--- src/hdl/pps_pkg.sv ---
// Shared types and constants for the preemptive priority scheduler.
// No dependencies; imported by the top level.
package pps_pkg;

  localparam int MAX_TASKS = 16;
  localparam int TIME_BITS = 16;
  localparam int SLOT_W    = 4;
  localparam int PRIO_W    = 8;
  localparam int REM_W     = 16;
  localparam int CNT_W     = 5;
  localparam int SLOT_AW   = $clog2(MAX_TASKS);
  localparam int SCAN_W    = $clog2(MAX_TASKS + 1);

  localparam logic [TIME_BITS-1:0] TIME_MAX = {TIME_BITS{1'b1}};
  localparam logic [CNT_W-1:0]     DONE_MAX = {CNT_W{1'b1}};

  localparam logic FUNC_LOAD = 1'b0;
  localparam logic FUNC_TICK = 1'b1;

  typedef struct packed {
    logic [PRIO_W-1:0]    prio;
    logic [TIME_BITS-1:0] arrive;
    logic [REM_W-1:0]     rem;
  } task_entry_t;

  localparam int ENTRY_W = $bits(task_entry_t);

endpackage

--- src/hdl/pps_ram.sv ---
// Generic single-write, single-read RAM with registered read data.
// No dependencies.
module pps_ram #(
  parameter int WIDTH = 8,
  parameter int DEPTH = 16
) (
  input  logic                     clk,
  input  logic                     we,
  input  logic [$clog2(DEPTH)-1:0] waddr,
  input  logic [WIDTH-1:0]         wdata,
  input  logic [$clog2(DEPTH)-1:0] raddr,
  output logic [WIDTH-1:0]         rdata
);

  logic [WIDTH-1:0] mem [DEPTH];
  logic [WIDTH-1:0] rdata_r;

  always_ff @(posedge clk) begin
    if (we) begin
      mem[waddr] <= wdata;
    end
    rdata_r <= mem[raddr];
  end

  assign rdata = rdata_r;

endmodule

--- src/hdl/preemptive_priority_scheduler_unit.sv ---
// Preemptive priority scheduler: a task table in RAM scanned one slot per cycle.
// Depends on pps_pkg and pps_ram.
//
// A load transaction (in_tuser = 0) writes one slot's priority, arrival time and
// burst. A tick transaction (in_tuser = 1) occupies the block until its result
// is registered: the task table RAM is read one slot per cycle and a single
// comparator keeps the best ready candidate, taking each slot's registered read
// data and ending the scan once the last read has drained, then the winner's
// remaining work is written back and the result is registered. Active counts
// above sixteen scan sixteen slots. Results wait in an output register; a tick
// finishing while the previous result is still held stalls until it is taken.
// The user must write the configuration register through cfg_valid/cfg_ready
// only while the block is idle; the block itself does not enforce this. After
// reset all slots hold no work; each slot's priority and arrival time are
// undefined until loaded.
module preemptive_priority_scheduler_unit
  import pps_pkg::*;
(
  input  logic        clk,
  input  logic        rst_n,
  input  logic        cfg_valid,
  output logic        cfg_ready,
  input  logic [4:0]  cfg_data,     // active_count
  input  logic        in_tvalid,
  output logic        in_tready,
  input  logic [47:0] in_tdata,     // slot[3:0], prio[11:4], arrive_at[27:12], burst[43:28]
  input  logic [0:0]  in_tuser,     // func
  output logic        out_tvalid,
  input  logic        out_tready,
  output logic [23:0] out_tdata,    // ran_slot[3:0], finished[4], time_now[20:5], all_done[21]
  output logic [0:0]  out_tuser     // idle
);

  localparam logic [1:0] ST_IDLE   = 2'd0;
  localparam logic [1:0] ST_SCAN   = 2'd1;
  localparam logic [1:0] ST_FINISH = 2'd2;

  logic [1:0]           state_r, state_nxt;
  logic [SCAN_W-1:0]    cnt_r, cnt_nxt;
  logic                 rd_vld_r, rd_vld_nxt;
  logic [SLOT_AW-1:0]   rd_idx_r, rd_idx_nxt;
  logic                 found_r, found_nxt;
  logic [SLOT_AW-1:0]   best_idx_r, best_idx_nxt;
  task_entry_t          best_r, best_nxt;
  logic [TIME_BITS-1:0] clock_r, clock_nxt;
  logic [CNT_W-1:0]     done_r, done_nxt;
  logic [4:0]           active_r, active_nxt;
  logic [MAX_TASKS-1:0] valid_r, valid_nxt;
  logic                 out_valid_r, out_valid_nxt;
  logic [23:0]          out_data_r, out_data_nxt;
  logic                 out_idle_r, out_idle_nxt;

  logic [SCAN_W-1:0]    n_slots;
  logic                 in_acc;
  logic                 ram_we;
  logic [SLOT_AW-1:0]   ram_waddr;
  task_entry_t          ram_wdata;
  logic [ENTRY_W-1:0]   ram_rdata;
  task_entry_t          cand;
  logic                 cand_ok;
  logic                 take;
  logic                 fin_fire;
  logic                 finished;
  logic                 all_done;

  pps_ram #(
    .WIDTH (ENTRY_W),
    .DEPTH (MAX_TASKS)
  ) u_table (
    .clk   (clk),
    .we    (ram_we),
    .waddr (ram_waddr),
    .wdata (ram_wdata),
    .raddr (cnt_r[SLOT_AW-1:0]),
    .rdata (ram_rdata)
  );

  assign cfg_ready  = 1'b1;
  assign in_tready  = (state_r == ST_IDLE);
  assign in_acc     = in_tvalid && in_tready;
  assign out_tvalid = out_valid_r;
  assign out_tdata  = out_data_r;
  assign out_tuser  = out_idle_r;

  // Clamp the active count to the table depth.
  assign n_slots = (active_r > 5'(MAX_TASKS)) ? SCAN_W'(MAX_TASKS) : SCAN_W'(active_r);

  // Shared compare unit: one candidate against the best so far.
  assign cand    = task_entry_t'(ram_rdata);
  assign cand_ok = rd_vld_r && valid_r[rd_idx_r] && (cand.arrive <= clock_r) &&
                   (cand.rem != '0);
  assign take    = cand_ok && (!found_r || (cand.prio < best_r.prio));

  assign fin_fire = (state_r == ST_FINISH) && (!out_valid_r || out_tready);
  assign finished = found_r && (best_r.rem == REM_W'(1));

  always_comb begin
    ram_we    = 1'b0;
    ram_waddr = in_tdata[SLOT_AW-1:0];
    ram_wdata.prio   = in_tdata[11:4];
    ram_wdata.arrive = in_tdata[27:12];
    ram_wdata.rem    = in_tdata[43:28];
    if (in_acc && (in_tuser[0] == FUNC_LOAD)) begin
      ram_we = 1'b1;
    end else if (fin_fire && found_r) begin
      ram_we        = 1'b1;
      ram_waddr     = best_idx_r;
      ram_wdata     = best_r;
      ram_wdata.rem = best_r.rem - REM_W'(1);
    end
  end

  always_comb begin
    done_nxt = done_r;
    if (fin_fire && finished && (done_r != DONE_MAX)) begin
      done_nxt = done_r + CNT_W'(1);
    end
  end

  assign all_done = (SCAN_W'(done_nxt) >= n_slots);

  always_comb begin
    state_nxt     = state_r;
    cnt_nxt       = cnt_r;
    rd_vld_nxt    = rd_vld_r;
    rd_idx_nxt    = rd_idx_r;
    found_nxt     = found_r;
    best_idx_nxt  = best_idx_r;
    best_nxt      = best_r;
    clock_nxt     = clock_r;
    active_nxt    = active_r;
    valid_nxt     = valid_r;
    out_valid_nxt = out_valid_r && !out_tready;
    out_data_nxt  = out_data_r;
    out_idle_nxt  = out_idle_r;

    if (cfg_valid) begin
      active_nxt = cfg_data;
    end

    unique case (state_r)
      ST_IDLE: begin
        if (in_acc) begin
          if (in_tuser[0] == FUNC_LOAD) begin
            valid_nxt[in_tdata[SLOT_AW-1:0]] = 1'b1;
          end else begin
            state_nxt  = ST_SCAN;
            cnt_nxt    = '0;
            rd_vld_nxt = 1'b0;
            found_nxt  = 1'b0;
          end
        end
      end
      ST_SCAN: begin
        rd_idx_nxt = cnt_r[SLOT_AW-1:0];
        if (cnt_r < n_slots) begin
          cnt_nxt    = cnt_r + SCAN_W'(1);
          rd_vld_nxt = 1'b1;
        end else begin
          rd_vld_nxt = 1'b0;
        end
        if (take) begin
          found_nxt    = 1'b1;
          best_idx_nxt = rd_idx_r;
          best_nxt     = cand;
        end
        if ((cnt_r >= n_slots) && !rd_vld_r) begin
          state_nxt = ST_FINISH;
        end
      end
      ST_FINISH: begin
        // Hold until the output register is free.
        if (fin_fire) begin
          if (clock_r != TIME_MAX) begin
            clock_nxt = clock_r + TIME_BITS'(1);
          end
          out_valid_nxt = 1'b1;
          out_idle_nxt  = !found_r;
          out_data_nxt  = '0;
          out_data_nxt[3:0]  = found_r ? SLOT_W'(best_idx_r) : '0;
          out_data_nxt[4]    = finished;
          out_data_nxt[20:5] = (clock_r != TIME_MAX) ? clock_r + TIME_BITS'(1) : clock_r;
          out_data_nxt[21]   = all_done;
          state_nxt = ST_IDLE;
        end
      end
      default: begin
        state_nxt = ST_IDLE;
      end
    endcase
  end

  always_ff @(posedge clk) begin
    if (!rst_n) begin
      state_r     <= ST_IDLE;
      cnt_r       <= '0;
      rd_vld_r    <= 1'b0;
      found_r     <= 1'b0;
      clock_r     <= '0;
      done_r      <= '0;
      active_r    <= '0;
      valid_r     <= '0;
      out_valid_r <= 1'b0;
    end else begin
      state_r     <= state_nxt;
      cnt_r       <= cnt_nxt;
      rd_vld_r    <= rd_vld_nxt;
      found_r     <= found_nxt;
      clock_r     <= clock_nxt;
      done_r      <= done_nxt;
      active_r    <= active_nxt;
      valid_r     <= valid_nxt;
      out_valid_r <= out_valid_nxt;
    end
  end

  always_ff @(posedge clk) begin
    rd_idx_r   <= rd_idx_nxt;
    best_idx_r <= best_idx_nxt;
    best_r     <= best_nxt;
    out_data_r <= out_data_nxt;
    out_idle_r <= out_idle_nxt;
  end

endmodule

--- config.mk ---
export PLATFORM = sky130hd
export DESIGN_NAME = preemptive_priority_scheduler_unit
export DESIGN_NICKNAME = d
export VERILOG_FILES = /design/src/hdl/pps_pkg.sv /design/src/hdl/pps_ram.sv /design/src/hdl/preemptive_priority_scheduler_unit.sv
export SDC_FILE = /design/constraint.sdc
export NUM_CORES = 1
export LEC_CHECK = 0
export ABC_AREA = 1
export ABC_CLOCK_PERIOD_IN_PS = 4400
export BUFFER_PORTS_ARGS = -buffer_cell sky130_fd_sc_hd__buf_4
export CORE_AREA = 2 2 292 294
export CTS_BUF_LIST = sky130_fd_sc_hd__clkbuf_8
export CTS_CLUSTER_DIAMETER = 60
export CTS_CLUSTER_SIZE = 14
export DETAILED_ROUTE_END_ITERATION = 16
export DIE_AREA = 0 0 294 296
export PLACE_DENSITY = 0.66
export SLEW_MARGIN = 30
export SYNTH_ARGS = -nofsm -noshare
export SYNTH_HDL_FRONTEND = slang
export SYNTH_HIERARCHICAL = 1
export SYNTH_SLANG_ARGS = --single-unit
--- constraint.sdc ---
create_clock -name clk -period 4.4 [get_ports clk]
set_input_delay 0.22 -clock clk [delete_from_list [all_inputs] [get_ports clk]]
set_output_delay 0.22 -clock clk [all_outputs]
set_load 0.01 [all_outputs]
# ---- Word level (Yosys, flattened, before mapping)
# Memory sizes are Yosys's and may differ from the RTL's. A register that Yosys moved wholly into a read port is not among the register bits.
# Cells that the tools add are included.
dict set report totals {
  ff_bits 123
  inputBits 59
  ram_bits 640
  memories 1
}
# memory depth word_bits read_ports rd_ports_with_merged_regs write_ports line
set memory_table {}
lappend memory_table {u_table.mem 16 40 1 1 1 pps_ram.sv:15} ;# logic [WIDTH-1:0] mem [DEPTH];
dict set report classes {
  muxes 32
  n_reduce_logical 30
  order_cmp 9
  eq_ne 11
  n_bitwise 2
  n_addsub 4
}
# op n
set ops {}
lappend ops {{$mux 40} 2}
lappend ops {{$mux 5} 5}
lappend ops {{$add 16x1->16 const B} 1}
lappend ops {{$eq 16x1->1 const B} 1}
lappend ops {{$le 16x16->1} 1}
lappend ops {{$mux 16} 1}
lappend ops {{$ne 16x16->1 const B} 1}
lappend ops {{$or 16x16->16} 1}
lappend ops {{$reduce_bool 16->1} 1}
lappend ops {{$sub 16x1->16 const B} 1}
lappend ops {{$logic_and 1x1->1} 14}
lappend ops {{$mux 1} 12}
lappend ops {{$reduce_and 4->1} 3}
lappend ops {{$add 5x1->5 const B} 2}
lappend ops {{$ge 5x5->1} 2}
lappend ops {{$lt 4x5->1 const B} 2}
lappend ops {{$pmux 5 s2} 1}
lappend ops {{$lt 8x8->1} 1}
lappend ops {{$mux 2} 4}
lappend ops {{$mux 4} 2}
lappend ops {{$ne 2x2->1 const B} 4}
lappend ops {{$pmux 2 s3} 1}
lappend ops {{$reduce_and 3->1} 2}
lappend ops {{$gt 5x5->1 const B} 1}
lappend ops {{15 further kinds} 22}

# ---- Longest topological paths before layout
dict set report logic_depth {
  word_depth 8
  ltp_mapped 17
  ltp_nobuf 17
}

# ---- Cells and area by module
# Netlist, hierarchy kept.
# mod cells_per_inst area_per_inst_um2 n_inst seq_area_each_um2
set modules_own_cells {}
lappend modules_own_cells {pps_ram 2643 28290.9 1 20019.2}
lappend modules_own_cells {preemptive_priority_scheduler_unit 806 6611.3 1 3173.0}

# ---- Worst setup path after synthesis
# OpenSTA, ideal clock, no wires.
dict set report synth_path {
  path_kind {flip-flop to flip-flop}
  from {reg state_r[1]}
  to {mem u_table/mem[10][0] (netlist name) (enable)}
  required_time_ps 3962
  setup_ps 438
  arrival_time_ps 3188
  stages_incl_launch_ff 9
  period_less_slack_ps 3625
  setup_slack_ps 775
  path_buffers 1
  path_cell_list {dfxtp_1 > inv_1 > nor2_2 > nand2_2 > nor2_4 > clkbuf_1 > o21ai_0 > nand3b_1 > nor2_1}
}
# item line
set synth_rtl {}
lappend synth_rtl {{start: declaration} preemptive_priority_scheduler_unit.sv:38} ;# logic [1:0] state_r, state_nxt;
lappend synth_rtl {{start signal: assignment} preemptive_priority_scheduler_unit.sv:205} ;# state_r <= state_nxt;
lappend synth_rtl {{$eq 2x2->1} preemptive_priority_scheduler_unit.sv:94} ;# assign fin_fire = (state_r == ST_FINISH) && (!out_valid_r || out_tready);
lappend synth_rtl {{$logic_and 1x1->1} preemptive_priority_scheduler_unit.sv:94}
lappend synth_rtl {{$logic_and 1x1->1} preemptive_priority_scheduler_unit.sv:105} ;# end else if (fin_fire && found_r) begin
lappend synth_rtl {{$mux 4} preemptive_priority_scheduler_unit.sv:105}
lappend synth_rtl {{$mux 4 (*)} preemptive_priority_scheduler_unit.sv:103} ;# if (in_acc && (in_tuser[0] == FUNC_LOAD)) begin
lappend synth_rtl {{via ram_waddr[2]} preemptive_priority_scheduler_unit.sv:56} ;# logic [SLOT_AW-1:0] ram_waddr;
lappend synth_rtl {{end: declaration} pps_ram.sv:15}
# The timed path passes the listed nets; every way through them passes the cells marked *.

# ---- Final worst setup path
dict set report layout_path {
  from {reg state_r[1]}
  to {mem u_table/mem[8][16] (netlist name) (enable)}
}
# The elaborated chain is that of the path after synthesis.

==> results.toml <==
[clock_network]
clockBufferDepth = 3
htreeDepth = 3
clk_latency_ns = 0.68
cts_tree = "done"
cts.reportedPaths.clkPinSlew_ns = 0.09
clock_sinks = 803
cts-buffers-inserted = 69
cts-root-buf = "clkbuf_8"
post_cts_buffers = 0

[critical_path]
rr_worst_depth = 8
cp-end-kind = "flip-flop"
cpMaxStageDelayCell = "nor2_4"
worstPathRequired_ns = 4.74
rrSetupSlack_ns = 0.94
critical_path.max_stage_delay_ns = 0.56
crit_top_cell = "nor2_4"
path_max_fanout = 28
cp-start-kind = "flip-flop"
critical_path.n_buffers_inverters = 2
critical_path_class = "reg2reg"
arrival_ns = 3.79
r2r-start = "state_r[1]"
crit_chain = "inv_1 > nor2_2 > nand2_2 > nor2_4 > o21ai_0 > nand3b_1 > nor2_4 > buf_4"
cp_top_family = "simple AND/OR/NAND/NOR gates"
regToRegEndpoint = "u_table/mem[8][16]"

[placed_design]
routabilityCongestion = 0.798
dp.cells = 4539
place_hpwl_mm = 46.4
port_buffers = 79
pre_cts_slack_ns = 0.988

[sta]
fin_crit_sh = 0.786
slew_viol_final = 0
setup_viol = 0
fin_tns_setup_ns = 0
rsz0062_at_grt = "false"
slew_headroom = 0.330
tightest_slew_ns = 1.01
finalClockSkew_ns = 0.0298
hold_viol = 0
fin_crit_ns = 3.46
setup_ws_ns = 0.943
max_clock_freq_ghz = 0.289

[layout]
register_area_um2 = 23200
final_cell_mix = "nand2_1, edfxtp_1, inv_1, nand3_1, buf_4"
final-instance-count-excl-fill = 4687
drive_gt1_frac = 0.0790
nets = 3642
layout_commonest_cell = "nand2_1"
fillCellCount = 7597
multi_input_area_um2 = 8700
synthToLayoutAreaGrowth_pct = 9.44

[synthesis]
yosysUniqueCellTypes = 43
ys_seq_area_frac = 0.664
yosys_warnings = 6
synth_area_um2 = 34900
synth-seq-cells = 803
syn_area_per_cell_um2 = 10.1
syn_inst = 3449

[grt]
grt_pass1_wl_mm = 127
grt-ovfl-total = 0
grt_usage = 0.190
grt_pass1_vias = 22200
grt_antenna_before_repair = 2
grt_start_max_net_pins = 160

[route]
wirelength_mm = 82.5
drc = 0
ant_nets = 0
num_vias = 23300
viasPerCell = 4.97
drt_iter0_drc = 2074
wire_per_inst_um = 17.6
dr.pass1.iters = 5

[pwr]
p_per_area_nw_per_um2 = 339
power_leakage_nw = 16.2
power_mw = 13.0
peakVddDrop_uv = 193

[flow_run]
max-cap-violations = 0

[floorplan]
dieArea_um2 = 87000
die_x_um = 294
core_um2 = 84200
start_util = 0.414
die_h_um = 296
io_pins = 87
row_count = 107

[min_path]
holdPathEnd = "u_table/mem[6][34]"
hp-start = "in_tdata[6]"
hold_class = "in2reg"
holdPathStages = 4

[outcome]
status = "completed"
-- cell usage after synthesis (all sizes together) --
cell type	n	area, µm²
clkinv	3	11.3
nor2	91	364
o21a	1	7.51
a21oi	49	245
a31oi	3	18.8
inv	591	2220
a21o	3	22.5
or2	3	18.8
edfxtp	711	21400
nor3	10	72.6
clkbuf	34	131
o21ai	47	235
buf	122	774
nand3	535	2700
conb	2	7.51
a211oi	6	45.0
nand3b	3	22.5
and3	1	6.26
nand2	1062	3990
o21bai	2	15.0
dfxtp	92	1840
nor4	1	6.26
nor3b	2	20.0
xnor2	5	43.8
ha	39	488
xor2	11	96.3
nand4	20	140
-- metrics by stage --
step / instance area, µm² / hold WS, ns / util
detailed placement: 36700 / 0.415 / 0.436
global placement: 36700 / 0.415 / 0.436
CTS: 38200 / 0.0251 / 0.453
finish: 38200 / 0.0851 / 0.454
global route: 38200 / 0.0767 / 0.454
floorplan: 34900 / 0.355 / -
-- kinds of logic after synthesis --
family / count (synthesis) / synth area share
AOI/OAI and AO/OA: 111 / 0.0169
xor gates and xnor gates: 16 / 0.00401
adders and majority gates: 39 / 0.0140
buffers and inverters: 750 / 0.0900
DFF: 803 / 0.664
other: 2 / 0.000215
and+or+nand+nor: 1728 / 0.210
-- per-layer routing --
metal	GRT usage	wire length (µm)	up-vias
li1	-	-	11300
met1	0.251	35100	11000
met2	0.325	39700	802
met3	0.0268	5710	131
met4	0.0605	2010	2
met5	0	20	-
-- power by group --
part	internal (mW)	switching (mW)
Combinational	0.175	0.380
Sequential	8.35	0.0402
Clock	1.58	2.44
-- final cells by class --
cell class / instances / area share
Timing Repair Buffer: 179 / 0.0383
Sequential cell: 803 / 0.607
Antenna cell: 1 / 0.0000655
Multi-Input combinational cell: 1897 / 0.228
Tap cell: 1090 / 0.0357
Inverter: 594 / 0.0587
Clock buffer: 71 / 0.0256
Clock inverter: 52 / 0.00649
-- flip-flops by register name, summed over array words and instances, names as in the netlist --
name / flops
out_tuser: 1
rd_idx_r: 4
valid_r: 16
active_r: 5
best_r: 40
cnt_r: 5
done_r: 5
found_r: 1
u_table/rdata: 40
clock_r: 16
rd_vld_r: 1
out_tdata: 22
out_tvalid: 1
best_idx_r: 4
u_table/mem: 640
state_r: 2
-- worst max path at each step --
stage	from	endpoint	slack (ns)	cells past startpoint
2_1_floorplan	state_r[1]	u_table/mem[10][0]	0.77	8
3_5_place_dp	state_r[1]	u_table/mem[8][15]	0.99	9
5_1_grt	state_r[1]	u_table/mem[8][16]	0.73	9
3_3_place_gp	state_r[1]	u_table/mem[8][19]	1.03	9
4_1_cts	state_r[1]	u_table/mem[8][16]	0.98	9
6_report	state_r[1]	u_table/mem[8][16]	0.94	8
-- worst min-delay path, stage by stage --
cell and delay [ns]:
buf_4 0.09, nand2_1 0.04, o21ai_0 0.07, buf_4 0.20
-- repair_timing --
action / in CTS / in global routing
endpoints found under the hold margin: 30 / 0
resized for setup: 0 / 0
hold buffers: 24 / 0
Power figures use the tool's default switching activity.
